<file path="src/rtl/core/gldg_pkg.sv">
// Shared types, constants and helper functions of the GPU load governor.
package gldg_pkg;

    localparam int LEVEL_W        = 3;
    localparam int NUM_LEVELS     = 5;
    localparam int ACCUM_BITS_DEF = 40;
    localparam int TIME_W         = 32;
    localparam int LOAD_W         = 8;
    localparam int POLL_W         = 20;
    localparam int TABLE_W        = 40;
    localparam int TABLE_ENTRIES  = 5;
    localparam int REQ_W          = 2;
    localparam int MODE_W         = 2;
    localparam int CFG_IDX_W      = 3;
    localparam int CFG_DATA_W     = 40;
    localparam int IN_DATA_W      = 72;
    localparam int OUT_DATA_W     = 16;
    localparam int QBIT_W         = 3;

    localparam logic [POLL_W-1:0]  POLL_MIN     = 20'd10000;
    localparam logic [POLL_W-1:0]  POLL_DEF     = 20'd100000;
    localparam logic [POLL_W-1:0]  POLL_MAX     = 20'd1000000;
    localparam logic [TABLE_W-1:0] UP_DEF       = 40'd430760944238;
    localparam logic [TABLE_W-1:0] DOWN_DEF     = 40'd2960700;
    localparam logic [LEVEL_W-1:0] SLOWEST_DEF  = 3'd4;
    localparam logic [LEVEL_W-1:0] FASTEST_DEF  = 3'd0;
    localparam logic [LEVEL_W-1:0] LEVEL_TOP    = LEVEL_W'(NUM_LEVELS - 1);
    localparam logic [LOAD_W-1:0]  LOAD_SAT     = 8'hFF;
    localparam logic [QBIT_W-1:0]  QBIT_TOP     = 3'd7;

    localparam logic [MODE_W-1:0] MODE_CONSERV = 2'd0;
    localparam logic [MODE_W-1:0] MODE_ENERGY  = 2'd1;
    localparam logic [MODE_W-1:0] MODE_PERF    = 2'd2;

    localparam logic [REQ_W-1:0] REQ_REPORT = 2'd0;
    localparam logic [REQ_W-1:0] REQ_SLEEP  = 2'd1;
    localparam logic [REQ_W-1:0] REQ_WAKE   = 2'd2;

    typedef enum logic [CFG_IDX_W-1:0] {
        CFG_POLL    = 3'd0,
        CFG_MODE    = 3'd1,
        CFG_UP      = 3'd2,
        CFG_DOWN    = 3'd3,
        CFG_SLOWEST = 3'd4,
        CFG_FASTEST = 3'd5
    } cfg_idx_t;

    typedef enum logic [3:0] {
        ST_IDLE,
        ST_EXEC,
        ST_CHECK,
        ST_MUL,
        ST_SAT,
        ST_DIV,
        ST_DECIDE,
        ST_FINISH
    } state_t;

    typedef struct packed {
        logic              capture;
        logic              exec;
        logic              mul;
        logic              sat_chk;
        logic              div_step;
        logic [QBIT_W-1:0] div_bit;
        logic              decide;
        logic              out_load;
    } cmd_t;

    typedef struct packed {
        logic eval_go;
        logic sat;
        logic out_free;
    } status_t;

    // Threshold byte of one level; levels past the table read as zero.
    function automatic logic [LOAD_W-1:0] table_byte(input logic [TABLE_W-1:0] tbl,
                                                      input logic [LEVEL_W-1:0] lvl);
        logic [LOAD_W-1:0] b;
        case (lvl)
            3'd0:    b = tbl[7:0];
            3'd1:    b = tbl[15:8];
            3'd2:    b = tbl[23:16];
            3'd3:    b = tbl[31:24];
            3'd4:    b = tbl[39:32];
            default: b = '0;
        endcase
        return b;
    endfunction

    // Clamp a one-step target level into the allowed range.
    function automatic logic [LEVEL_W-1:0] clamp_level(input logic [LEVEL_W:0] target,
                                                        input logic [LEVEL_W-1:0] lo,
                                                        input logic [LEVEL_W-1:0] hi);
        logic [LEVEL_W:0] t;
        t = target;
        if (t > {1'b0, hi})
            t = {1'b0, hi};
        if (t < {1'b0, lo})
            t = {1'b0, lo};
        return t[LEVEL_W-1:0];
    endfunction

endpackage

</file>
<file path="src/rtl/core/gpu_load_dvfs_governor_core.sv">
// Top level of the GPU load governor: sequencer and datapath joined together.
//
// The block picks a GPU power level (0 is the fastest clock) from load reports.
// Items arrive on the slave stream: tuser carries the request kind (idle load
// report, sleep or wake) and tdata the wall time, busy time and nap flag. Each
// item yields exactly one result item on the master stream with the active level,
// a level-changed flag, an evaluated flag and the computed load percent.
// Configuration registers are written through cfg_we, cfg_index and cfg_data;
// the user is to write them only while no item is in flight, which the block
// does not enforce; each write takes effect at the same clock edge.
// An item is taken only while the sequencer is idle. Without a load evaluation
// the item passes the exec, check and finish states; its result is loaded into
// the output register in the finish state, and the sequencer then returns to
// idle to take the next item. When the accumulated wall time passes the poll
// interval, the load is computed by a saturation check and an eight-step
// restoring division, one quotient bit a cycle; a saturated load skips it.
// The output register holds a finished result while the receiver stalls; the
// sequencer waits only when a second result is ready before the first was taken.
// Reset clears the accumulators, restores the register defaults and sets the
// slowest allowed level.
module gpu_load_dvfs_governor_core
#(
    parameter int ACCUM_BITS = gldg_pkg::ACCUM_BITS_DEF
)
(
    input  logic                                clk,
    input  logic                                rst_n,
    input  logic                                cfg_we,
    input  logic [gldg_pkg::CFG_IDX_W-1:0]      cfg_index,
    input  logic [gldg_pkg::CFG_DATA_W-1:0]     cfg_data,
    input  logic                                s_tvalid,
    output logic                                s_tready,
    // Fields from bit 0: wall_time[31:0], busy[63:32], from_nap[64], zero pad.
    input  logic [gldg_pkg::IN_DATA_W-1:0]      s_tdata,
    // Fields from bit 0: req_type[1:0].
    input  logic [gldg_pkg::REQ_W-1:0]          s_tuser,
    output logic                                m_tvalid,
    input  logic                                m_tready,
    // Fields from bit 0: level[2:0], level_changed[3], evaluated[4], load_pct[12:5],
    // zero pad.
    output logic [gldg_pkg::OUT_DATA_W-1:0]     m_tdata
);

    gldg_pkg::cmd_t    cmd;
    gldg_pkg::status_t status;

    gldg_ctrl u_ctrl
    (
        .clk      (clk),
        .rst_n    (rst_n),
        .s_tvalid (s_tvalid),
        .s_tready (s_tready),
        .status   (status),
        .cmd      (cmd)
    );

    gldg_dp #(.ACCUM_BITS(ACCUM_BITS)) u_dp
    (
        .clk       (clk),
        .rst_n     (rst_n),
        .cfg_we    (cfg_we),
        .cfg_index (cfg_index),
        .cfg_data  (cfg_data),
        .in_req    (s_tuser),
        .in_wall   (s_tdata[31:0]),
        .in_busy   (s_tdata[63:32]),
        .in_nap    (s_tdata[64]),
        .cmd       (cmd),
        .status    (status),
        .m_tvalid  (m_tvalid),
        .m_tready  (m_tready),
        .m_tdata   (m_tdata)
    );

endmodule

</file>
<file path="src/rtl/core/gldg_ctrl.sv">
// Sequencer of the GPU load governor: steps one item through update, evaluation and output.
module gldg_ctrl
(
    input  logic               clk,
    input  logic               rst_n,
    input  logic               s_tvalid,
    output logic               s_tready,
    input  gldg_pkg::status_t  status,
    output gldg_pkg::cmd_t     cmd
);

    gldg_pkg::state_t                 state_reg, state_next;
    logic [gldg_pkg::QBIT_W-1:0]      bit_reg, bit_next;

    always_ff @(posedge clk or negedge rst_n)
    begin
        if (!rst_n)
        begin
            state_reg <= gldg_pkg::ST_IDLE;
            bit_reg   <= '0;
        end
        else
        begin
            state_reg <= state_next;
            bit_reg   <= bit_next;
        end
    end

    // Next state.
    always_comb
    begin
        state_next = state_reg;
        bit_next   = bit_reg;
        case (state_reg)
            gldg_pkg::ST_IDLE:
            begin
                if (s_tvalid)
                    state_next = gldg_pkg::ST_EXEC;
            end
            gldg_pkg::ST_EXEC:
                state_next = gldg_pkg::ST_CHECK;
            gldg_pkg::ST_CHECK:
            begin
                if (status.eval_go)
                    state_next = gldg_pkg::ST_MUL;
                else
                    state_next = gldg_pkg::ST_FINISH;
            end
            gldg_pkg::ST_MUL:
                state_next = gldg_pkg::ST_SAT;
            gldg_pkg::ST_SAT:
            begin
                bit_next = gldg_pkg::QBIT_TOP;
                if (status.sat)
                    state_next = gldg_pkg::ST_DECIDE;
                else
                    state_next = gldg_pkg::ST_DIV;
            end
            gldg_pkg::ST_DIV:
            begin
                bit_next = bit_reg - 1'b1;
                if (bit_reg == '0)
                    state_next = gldg_pkg::ST_DECIDE;
            end
            gldg_pkg::ST_DECIDE:
                state_next = gldg_pkg::ST_FINISH;
            gldg_pkg::ST_FINISH:
            begin
                if (status.out_free)
                    state_next = gldg_pkg::ST_IDLE;
            end
            default:
                state_next = gldg_pkg::ST_IDLE;
        endcase
    end

    // Outputs.
    always_comb
    begin
        cmd         = '0;
        cmd.div_bit = bit_reg;
        s_tready    = 1'b0;
        case (state_reg)
            gldg_pkg::ST_IDLE:
            begin
                s_tready    = 1'b1;
                cmd.capture = s_tvalid;
            end
            gldg_pkg::ST_EXEC:   cmd.exec     = 1'b1;
            gldg_pkg::ST_MUL:    cmd.mul      = 1'b1;
            gldg_pkg::ST_SAT:    cmd.sat_chk  = 1'b1;
            gldg_pkg::ST_DIV:    cmd.div_step = 1'b1;
            gldg_pkg::ST_DECIDE: cmd.decide   = 1'b1;
            gldg_pkg::ST_FINISH: cmd.out_load = status.out_free;
            default:             cmd          = '0;
        endcase
    end

endmodule

</file>
<file path="src/rtl/core/gldg_dp.sv">
// Datapath of the GPU load governor: configuration, accumulators, divider, level and output register.
module gldg_dp
#(
    parameter int ACCUM_BITS = gldg_pkg::ACCUM_BITS_DEF
)
(
    input  logic                                clk,
    input  logic                                rst_n,
    input  logic                                cfg_we,
    input  logic [gldg_pkg::CFG_IDX_W-1:0]      cfg_index,
    input  logic [gldg_pkg::CFG_DATA_W-1:0]     cfg_data,
    input  logic [gldg_pkg::REQ_W-1:0]          in_req,
    input  logic [gldg_pkg::TIME_W-1:0]         in_wall,
    input  logic [gldg_pkg::TIME_W-1:0]         in_busy,
    input  logic                                in_nap,
    input  gldg_pkg::cmd_t                      cmd,
    output gldg_pkg::status_t                   status,
    output logic                                m_tvalid,
    input  logic                                m_tready,
    output logic [gldg_pkg::OUT_DATA_W-1:0]     m_tdata
);

    localparam int W = ACCUM_BITS + 8;

    // Configuration.
    logic [gldg_pkg::POLL_W-1:0]   poll_reg;
    logic [gldg_pkg::MODE_W-1:0]   mode_reg;
    logic [gldg_pkg::TABLE_W-1:0]  up_reg;
    logic [gldg_pkg::TABLE_W-1:0]  down_reg;
    logic [gldg_pkg::LEVEL_W-1:0]  slowest_reg;
    logic [gldg_pkg::LEVEL_W-1:0]  fastest_reg;

    // Governor state.
    logic [gldg_pkg::LEVEL_W-1:0]  level_reg;
    logic [ACCUM_BITS-1:0]         wall_acc_reg;
    logic [ACCUM_BITS-1:0]         busy_acc_reg;

    // Current item.
    logic [gldg_pkg::REQ_W-1:0]    req_reg;
    logic [gldg_pkg::TIME_W-1:0]   wall_in_reg;
    logic [gldg_pkg::TIME_W-1:0]   busy_in_reg;
    logic                          nap_reg;
    logic [gldg_pkg::LEVEL_W-1:0]  old_level_reg;
    logic                          rpt_reg;
    logic [W-1:0]                  rem_reg;
    logic                          sat_reg;
    logic [gldg_pkg::LOAD_W-1:0]   q_reg;
    logic                          eval_reg;
    logic [gldg_pkg::LOAD_W-1:0]   load_reg;

    // Output register.
    logic                          out_valid_reg;
    logic [gldg_pkg::OUT_DATA_W-1:0] out_data_reg;

    logic [gldg_pkg::LEVEL_W-1:0]  slow_lim;
    logic [gldg_pkg::LEVEL_W-1:0]  fast_lim;
    logic                          pinned;
    logic [ACCUM_BITS:0]           wall_sum;
    logic [ACCUM_BITS:0]           busy_sum;
    logic [W-1:0]                  busy_x100;
    logic [W-1:0]                  wall_shl8;
    logic [W-1:0]                  div_sub;
    logic [W:0]                    div_diff;
    logic [gldg_pkg::LOAD_W-1:0]   load_val;
    logic [gldg_pkg::POLL_W-1:0]   poll_wr;

    assign slow_lim = (slowest_reg > gldg_pkg::LEVEL_TOP) ? gldg_pkg::LEVEL_TOP : slowest_reg;
    assign fast_lim = (fastest_reg < slow_lim) ? fastest_reg : slow_lim;
    assign pinned   = (mode_reg == gldg_pkg::MODE_ENERGY) || (mode_reg == gldg_pkg::MODE_PERF);

    assign wall_sum = {1'b0, wall_acc_reg} + (ACCUM_BITS+1)'(wall_in_reg);
    assign busy_sum = {1'b0, busy_acc_reg} + (ACCUM_BITS+1)'(busy_in_reg);

    // 100 * busy = 64b + 32b + 4b.
    assign busy_x100 = (W'(busy_acc_reg) << 6) + (W'(busy_acc_reg) << 5)
                     + (W'(busy_acc_reg) << 2);
    assign wall_shl8 = {wall_acc_reg, 8'd0};
    assign div_sub   = W'(wall_acc_reg) << cmd.div_bit;
    assign div_diff  = {1'b0, rem_reg} - {1'b0, div_sub};
    assign load_val  = sat_reg ? gldg_pkg::LOAD_SAT : q_reg;

    always_comb
    begin
        poll_wr = cfg_data[gldg_pkg::POLL_W-1:0];
        if (poll_wr < gldg_pkg::POLL_MIN)
            poll_wr = gldg_pkg::POLL_MIN;
        if (poll_wr > gldg_pkg::POLL_MAX)
            poll_wr = gldg_pkg::POLL_MAX;
    end

    assign status.eval_go  = rpt_reg && (wall_acc_reg > ACCUM_BITS'(poll_reg));
    assign status.sat      = (rem_reg >= wall_shl8);
    assign status.out_free = !out_valid_reg || m_tready;

    // Control state: configuration, level and accumulators.
    always_ff @(posedge clk or negedge rst_n)
    begin
        if (!rst_n)
        begin
            poll_reg     <= gldg_pkg::POLL_DEF;
            mode_reg     <= gldg_pkg::MODE_CONSERV;
            up_reg       <= gldg_pkg::UP_DEF;
            down_reg     <= gldg_pkg::DOWN_DEF;
            slowest_reg  <= gldg_pkg::SLOWEST_DEF;
            fastest_reg  <= gldg_pkg::FASTEST_DEF;
            level_reg    <= (gldg_pkg::SLOWEST_DEF > gldg_pkg::LEVEL_TOP) ?
                            gldg_pkg::LEVEL_TOP : gldg_pkg::SLOWEST_DEF;
            wall_acc_reg <= '0;
            busy_acc_reg <= '0;
            rpt_reg      <= 1'b0;
        end
        else
        begin
            if (cfg_we)
            begin
                case (cfg_index)
                    gldg_pkg::CFG_POLL:
                        poll_reg <= poll_wr;
                    gldg_pkg::CFG_MODE:
                    begin
                        mode_reg <= cfg_data[gldg_pkg::MODE_W-1:0];
                        if (cfg_data[gldg_pkg::MODE_W-1:0] == gldg_pkg::MODE_ENERGY)
                            level_reg <= slow_lim;
                        else if (cfg_data[gldg_pkg::MODE_W-1:0] == gldg_pkg::MODE_PERF)
                            level_reg <= fast_lim;
                    end
                    gldg_pkg::CFG_UP:      up_reg      <= cfg_data[gldg_pkg::TABLE_W-1:0];
                    gldg_pkg::CFG_DOWN:    down_reg    <= cfg_data[gldg_pkg::TABLE_W-1:0];
                    gldg_pkg::CFG_SLOWEST: slowest_reg <= cfg_data[gldg_pkg::LEVEL_W-1:0];
                    gldg_pkg::CFG_FASTEST: fastest_reg <= cfg_data[gldg_pkg::LEVEL_W-1:0];
                    default: ;
                endcase
            end

            if (cmd.exec)
            begin
                rpt_reg <= 1'b0;
                case (req_reg)
                    gldg_pkg::REQ_REPORT:
                    begin
                        if ((wall_in_reg != '0) && !pinned)
                        begin
                            rpt_reg      <= 1'b1;
                            wall_acc_reg <= wall_sum[ACCUM_BITS] ? '1 :
                                            wall_sum[ACCUM_BITS-1:0];
                            busy_acc_reg <= busy_sum[ACCUM_BITS] ? '1 :
                                            busy_sum[ACCUM_BITS-1:0];
                        end
                    end
                    gldg_pkg::REQ_SLEEP:
                    begin
                        if (mode_reg != gldg_pkg::MODE_PERF)
                            level_reg <= slow_lim;
                    end
                    gldg_pkg::REQ_WAKE:
                    begin
                        if (!nap_reg && !pinned)
                        begin
                            wall_acc_reg <= '0;
                            busy_acc_reg <= '0;
                        end
                    end
                    default: ;
                endcase
            end

            if (cmd.decide)
            begin
                wall_acc_reg <= '0;
                busy_acc_reg <= '0;
                if (load_val < gldg_pkg::table_byte(down_reg, level_reg))
                    level_reg <= gldg_pkg::clamp_level({1'b0, level_reg} + 1'b1,
                                                       fast_lim, slow_lim);
                else if (load_val > gldg_pkg::table_byte(up_reg, level_reg))
                    level_reg <= (level_reg == '0) ? fast_lim :
                                 gldg_pkg::clamp_level({1'b0, level_reg} - 1'b1,
                                                       fast_lim, slow_lim);
            end
        end
    end

    // Per-item working registers.
    always_ff @(posedge clk)
    begin
        if (cmd.capture)
        begin
            req_reg       <= in_req;
            wall_in_reg   <= in_wall;
            busy_in_reg   <= in_busy;
            nap_reg       <= in_nap;
            old_level_reg <= level_reg;
            eval_reg      <= 1'b0;
            load_reg      <= '0;
        end
        if (cmd.mul)
            rem_reg <= busy_x100;
        if (cmd.sat_chk)
        begin
            sat_reg <= status.sat;
            q_reg   <= '0;
        end
        if (cmd.div_step && !div_diff[W])
        begin
            rem_reg             <= div_diff[W-1:0];
            q_reg[cmd.div_bit]  <= 1'b1;
        end
        if (cmd.decide)
        begin
            eval_reg <= 1'b1;
            load_reg <= load_val;
        end
        if (cmd.out_load)
            out_data_reg <= {3'd0, load_reg, eval_reg, (level_reg != old_level_reg),
                             level_reg};
    end

    always_ff @(posedge clk or negedge rst_n)
    begin
        if (!rst_n)
            out_valid_reg <= 1'b0;
        else if (cmd.out_load)
            out_valid_reg <= 1'b1;
        else if (m_tready)
            out_valid_reg <= 1'b0;
    end

    assign m_tvalid = out_valid_reg;
    assign m_tdata  = out_data_reg;

endmodule

</file>
<file path="config.mk">
export PLATFORM = sky130hd
export DESIGN_NAME = gpu_load_dvfs_governor_core
export DESIGN_NICKNAME = d
export VERILOG_FILES = /design/src/rtl/core/gldg_pkg.sv /design/src/rtl/core/gpu_load_dvfs_governor_core.sv /design/src/rtl/core/gldg_ctrl.sv /design/src/rtl/core/gldg_dp.sv
export SDC_FILE = /design/constraint.sdc
export NUM_CORES = 1
export LEC_CHECK = 0
export BUFFER_PORTS_ARGS = -buffer_cell sky130_fd_sc_hd__buf_2
export CORE_MARGIN = 10
export CORE_UTILIZATION = 40
export CTS_CLUSTER_SIZE = 25
export DETAILED_ROUTE_END_ITERATION = 6
export GPL_TIMING_DRIVEN = 1
export PLACE_DENSITY_LB_ADDON = 0.25
export RECOVER_POWER = 100
export SYNTH_ARGS = -nofsm -noshare
export SYNTH_HDL_FRONTEND = slang
export SYNTH_SLANG_ARGS = --single-unit
</file>
<file path="constraint.sdc">
create_clock -name clk -period 8.7 [get_ports clk]
set_input_delay 1.305 -clock clk [delete_from_list [all_inputs] [get_ports clk]]
set_output_delay 1.305 -clock clk [all_outputs]
set_load 0.01 [all_outputs]
</file>
==> flow_metrics.tcl, run 1 <==
set metrics [dict create \
    cts_made_buffers 44 \
    worstPathArrival_ns 7.30 \
    critPathMaxFanout 48 \
    drtIter0Drc 1532 \
    clock_sinks 348 \
    setup_viol 0 \
    path_cells "nand2b_1 > nand2_1 > nor2_1 > a21oi_1 > a21oi_1 > nand2_1 > ha_1 > a21o_1 > a21oi_1 > o211a_1 > o41ai_4 > a21oi_2 > o41ai_4 > a21boi_1 > or3_1 > a211o_1 > o21ai_4 > clkbuf_2" \
    slew_viol_final 310 \
    num_rows 95 \
    vias_per_cell 5.67 \
    cp_slowest_cell "clkbuf_2" \
    synthCells 2966 \
    power_density_nw_per_um2 320 \
    htree_levels 2 \
    fp.dieH_um 280 \
    cts_tree "yes" \
    post_cts_buffers 0 \
    grt_pass1_vias 22733 \
    cpPeakStageDelay_ns 0.95 \
    violations "capacitance limit, slew limit" \
    cts.hold.buffers_added 0 \
    rsz0062_at_grt "false" \
    relSlewSlack_pct -288 \
    grt-ovfl-total 0 \
    period_needed_ns 7.12 \
    drive_above_1_share_pct 11.2 \
    coreArea_sq_um 67200 \
    wl_per_cell_um 19.5 \
    tightest_slew_ns 5.82 \
    setup_tns_ns 0 \
    synthTopCellsByArea "edfxtp_1 (15%), dfrtp_1 (15%), ha_1 (13%)" \
    dp_hpwl_um 60100 \
    fin_crit_sh_pct 81.8 \
    hold_viol 0 \
    synth_area_sq_um 27100 \
    io_buffers 129 \
    antenna_left 0 \
    start_kind "flop" \
    async_flop_share_pct 57.2 \
    clkTransAtPathRegs_ns 0.06 \
    netlist.area_leader.share_pct 15.5 \
    worst-path-buf-inv 1 \
    fillers 6541 \
    grt_first_pass_wirelength_um 124000 \
    ioPinCount 140 \
    yosysMostFrequentCell "ha_1" \
    p_leak_nw 13.2 \
    cts_max_path_buffers 3 \
    synth_top_area_cell "edfxtp_1" \
    first_pass_iters 7 \
    insertion_delay_ns 0.60 \
    synth-seq-cells 348 \
    hold_path_class "reg2reg" \
    status "complete, but fails checks" \
    num_antenna_cells 0 \
    antenna_found_initial 1 \
    avgSynthCellArea_sq_um 9.15 \
    initial_utilization_pct 40.4 \
    synth_edf_count 140 \
    area_growth_syn_to_layout_pct 10.7 \
    die_area_sq_um 78700 \
    nNetsFinal 3480 \
    skew_ns 0.0333 \
    drc 0 \
    synth.distinct_cells 88 \
    critical_path_class "reg2reg" \
    cp_common_cell "a21oi_1" \
    cpLargestDelayFamily "compound AO/OA/AOI/OAI gates" \
    yosysWarnings 0 \
    crit_required_ns 8.88 \
    grt_util_all_layers_pct 19.3 \
    num_vias 22518 \
    fmax_mhz 140 \
    die_w_um 280 \
    power_mw 9.62 \
    grt_start_max_net_pins 102 \
    wl_um 77500 \
    end_kind "flop" \
    synthTopCellsByCount "ha_1 (288), a21oi_1 (269), nand2_1 (262), o21ai_0 (206), nor2_1 (192)" \
    cts_resized 0 \
    place_congestion 0.909 \
    ir_drop_mv 0.174 \
    largest_register_ffs 48 \
    drv_cap 8 \
    synth-main-ff-cell "dfrtp_1" \
    cts_root_buf "clkbuf_16" \
    ys_seq_area_share_pct 34.7 \
]
area by class of cell:
class	count	area [sq um]	share of cell area [%]
Sequential cell	348	9410	31.3
Inverter	134	504	1.68
Multi-Input combinational cell	2380	16800	55.9
Timing Repair Buffer	157	779	2.59
Clock inverter	12	136	0.454
Tap cell	873	1090	3.64
Clock buffer	70	1310	4.36
logic make-up after synthesis:
group | share of synthesized area [%]
xor+xnor | 5.45
buf+inv | 3.47
simple gates | 13.8
mux | 6.79
other cells | 0.0138
fa+ha+maj | 13.6
compound gates | 22.1
flops | 34.7
cells in the final DEF, fill, tap and decap left out, types with 18 or more instances in the layout:
| cell type | netlist | final |
|---|---|---|
| edfxtp_1 | 140 | 140 |
| xnor2_1 | 104 | 104 |
| a21oi_1 | 269 | 267 |
| o21bai_1 | 31 | 31 |
| a211oi_1 | 24 | 25 |
| clkbuf_16 | 0 | 46 |
| nor3_1 | 35 | 36 |
| o211ai_1 | 18 | 18 |
| clkbuf_1 | 86 | 50 |
| a22oi_1 | 20 | 20 |
| o21ai_0 | 206 | 241 |
| mux2_2 | 89 | 89 |
| xor2_1 | 65 | 65 |
| nand2b_1 | 45 | 45 |
| and3_1 | 23 | 23 |
| a21o_1 | 102 | 102 |
| nor2b_1 | 44 | 44 |
| nor4_1 | 26 | 26 |
| ha_1 | 288 | 288 |
| buf_2 | 8 | 109 |
| a31oi_1 | 29 | 29 |
| nand4_1 | 39 | 39 |
| nand2_1 | 262 | 261 |
| mux2i_1 | 84 | 84 |
| dfrtp_1 | 160 | 160 |
| nor2_1 | 192 | 192 |
| dfstp_2 | 39 | 38 |
| o21a_1 | 50 | 50 |
| nand3_1 | 67 | 67 |
| inv_1 | 134 | 133 |
final timing paths:
kind	startpoint	slack, ns	endpoint	cells after the start
max	u_ctrl.state_reg[2]	1.58	u_dp.rem_reg[25]	18
min	u_dp.load_reg[0]	0.42	u_dp.m_tdata[5]	0
max reg2reg	u_ctrl.state_reg[2]	1.58	u_dp.rem_reg[25]	18
min reg2reg	u_dp.load_reg[0]	0.42	u_dp.m_tdata[5]	0
max in group asynchronous	rst_n	2.32	u_dp.m_tvalid	3
min in group asynchronous	rst_n	2.84	u_dp.poll_reg[2]	1
layer usage:
| metal | wire [um] | vias to the layer above | GRT usage [%] |
|---|---|---|---|
| li1 | - | 11164 | - |
| met1 | 35700 | 10760 | 25.3 |
| met2 | 36200 | 482 | 32.5 |
| met3 | 3290 | 112 | 2.57 |
| met4 | 2320 | 0 | 6.29 |
| met5 | 0 | - | 0 |
worst register-to-register path: cells and delay by family, from the launching register on:
family / cells / cell delay (ns)
compound gates: 11 / 2.48
simple gates: 5 / 2.07
buf+inv: 1 / 0.95
fa+ha+maj: 1 / 0.35
flops: 1 / 0.82
through the flow:
step	hold WS (ns)	cell area, sq um	instances	util (%)	setup WS (ns)
2_1_floorplan	0.400	27100	2968	-	2.31
4_1_cts	0.417	30200	3974	44.9	2.27
6_report	0.416	30000	3974	44.7	1.58
5_1_grt	0.422	30000	3974	44.7	0.896
3_3_place_gp	0.405	28700	3892	42.8	2.42
3_5_place_dp	0.406	28700	3892	42.8	2.34
power breakdown:
group          switching, mW  leakage, nW  internal (mW)
clock                  0.745        0.702           1.07
sequential             0.416         3.84           2.29
combinational           3.05         8.70           2.05
No activity file was read; power rests on OpenSTA's default activity.
==> run 2: changes to the inputs <==
==> constraint.sdc (replaced) <==
create_clock -name clk -period 6.2 [get_ports clk]
set_input_delay 0.93 -clock clk [delete_from_list [all_inputs] [get_ports clk]]
set_output_delay 0.93 -clock clk [all_outputs]
set_load 0.01 [all_outputs]
==> run 2 against run 1 <==
Compared with the run above: the flow still finishes with violations (capacitance limit, slew limit); power rose by 43%; clock skew grew 0.0071 ns; clock-buffer cell count is 14 lower; non-clock buffer count increased by 8; fmax up 23%; worst setup slack worse by 1.1 ns; final area rose by 0.79%; first-iteration DRC count fell by 9.9%; final cell count rose by 0.20%; global-route usage rose by 0.27 points; combinational power up 44%; critical path type unchanged; largest power group unchanged.
==> flow_metrics.tcl, run 2 (synthesized netlist as in run 1, its figures left out) <==
set metrics [dict create \
    clkTransAtPathRegs_ns 0.06 \
    num_rows 95 \
    tightest_slew_ns 5.07 \
    final_common_cell "ha_1" \
    num_antenna_cells 0 \
    place_congestion 0.917 \
    cts_tree "yes" \
    multi_input_area_sq_um 16800 \
    nNetsFinal 3488 \
    grt_util_all_layers_pct 19.6 \
    antenna_left 0 \
    post_cts_buffers 0 \
    coreArea_sq_um 67200 \
    cts_made_buffers 44 \
    wl_um 78700 \
    fmax_mhz 173 \
    drtIter0Drc 1381 \
    antenna_found_initial 1 \
    cts.hold.buffers_added 0 \
    area_growth_syn_to_layout_pct 11.6 \
    rsz0062_at_grt "false" \
    hold_path_class "reg2reg" \
    critPathMaxFanout 7 \
    cts_root_buf "clkbuf_16" \
    hold_viol 0 \
    end_kind "flop" \
    io_buffers 129 \
    fp.dieH_um 280 \
    wl_per_cell_um 19.8 \
    p_leak_nw 13.4 \
    grt_pass1_vias 22876 \
    holdWs_ns 0.422 \
    initial_utilization_pct 40.4 \
    die_area_sq_um 78700 \
    crit_required_ns 6.51 \
    seqCellArea_sq_um 9410 \
    insertion_delay_ns 0.60 \
    slew_viol_final 300 \
    ioPinCount 140 \
    vias_per_cell 5.69 \
    dp_hpwl_um 61800 \
    setup_viol 0 \
    first_pass_iters 6 \
    fillers 6418 \
    final_cell_mix "ha_1 (288), a21oi_1 (267), nand2_1 (259)" \
    largest_register_ffs 48 \
    htree_levels 2 \
    drv_cap 6 \
    clock_sinks 348 \
    rrSetupSlack_ns 0.44 \
    ir_drop_mv 0.236 \
    drc 0 \
    setup_tns_ns 0 \
    power_density_nw_per_um2 455 \
    cts_max_path_buffers 3 \
    status "complete, but fails checks" \
    period_needed_ns 5.76 \
    worstPathArrival_ns 6.07 \
    die_w_um 280 \
    num_vias 22658 \
    relSlewSlack_pct -238 \
    grt_first_pass_wirelength_um 125000 \
    drive_above_1_share_pct 12.0 \
    start_kind "flop" \
    critical_path_class "reg2reg" \
    grt_start_max_net_pins 114 \
    fin_crit_sh_pct 93.0 \
    violations "capacitance limit, slew limit" \
    grt-ovfl-total 0 \
    skew_ns 0.0403 \
]
-- run 2: changes by cell type in the layout (fill, tap and decap cells not counted), moves of 3 or more --
cell / delta
clkbuf_1: -15
clkinvlp_4: +5
bufinv_16: +5
buf_4: +10
clkinv_2: +3
clkbuf_8: -3
-- run 2: per-stage QoR --
| stage | util, % | cells | setup WS, ns | area [sq um] | total power, mW |
|---|---|---|---|---|---|
| floorplan | - | 2968 | 0.710 | 27100 | 9.05 |
| global placement | 42.9 | 3900 | 0.541 | 28800 | 10.9 |
| detailed placement | 42.9 | 3900 | 0.444 | 28800 | 11.0 |
| CTS | 45.2 | 3982 | 0.388 | 30400 | 13.9 |
| global route | 45.1 | 3982 | 0.111 | 30300 | 14.9 |
| finish | 45.1 | 3982 | 0.436 | 30300 | 13.8 |
-- run 2: layout make-up --
type                            count  area share (%)
Clock buffer                       56            3.99
Clock inverter                     26            1.13
Inverter                          134            1.67
Multi-Input combinational cell   2380            55.6
Sequential cell                   348            31.1
Tap cell                          873            3.61
Timing Repair Buffer              165            2.94
-- run 2: final timing paths --
kind | start | end | cells after the start
hold / removal | u_dp.load_reg[7] | u_dp.m_tdata[12] | 0
hold reg to reg | u_dp.load_reg[7] | u_dp.m_tdata[12] | 0
max in group asynchronous | rst_n | u_dp.busy_acc_reg[34] | 2
setup / recovery | u_dp.busy_acc_reg[10] | u_dp.rem_reg[46] | 21
min in group asynchronous | rst_n | u_dp.poll_reg[2] | 1
setup reg to reg | u_dp.busy_acc_reg[10] | u_dp.rem_reg[46] | 21
-- run 2: where the power goes --
group	internal (mW)	switching [mW]	leakage, nW
registers	3.19	0.537	3.84
clock network	1.64	1.07	0.741
logic	2.95	4.37	8.77
-- run 2: layer usage --
metal  part of all wire, %  track usage [%]  vias up
met5                 0.015                0        -
met4                   2.8             6.15        2
met3                   4.1             2.54      107
met2                    47             33.4      494
met1                    46             25.4    10871
li1                      -                -    11184
-- run 2: repair_timing --
item | CTS | global route
endpoints found under the setup margin | 0 | 16
endpoints found under the hold margin | 0 | 0
resized for setup | 0 | 1
-- run 2: worst max-delay path: stages (launching register included) --
cell	delay [ns]
dfrtp_1	0.46
ha_1	0.43
a21oi_1	0.17
o21ai_1	0.10
a2111oi_0	0.36
a21boi_1	0.36
nor3_1	0.16
or2_1	0.29
a21o_1	0.20
a21oi_1	0.17
xnor2_1	0.11
ha_1	0.35
o21ai_0	0.09
o21ai_0	0.20
o211ai_1	0.13
a21oi_1	0.17
a211oi_2	0.09
o311ai_1	0.49
a221oi_1	0.26
or4_4	0.57
nor4_1	0.27
a211oi_2	0.06
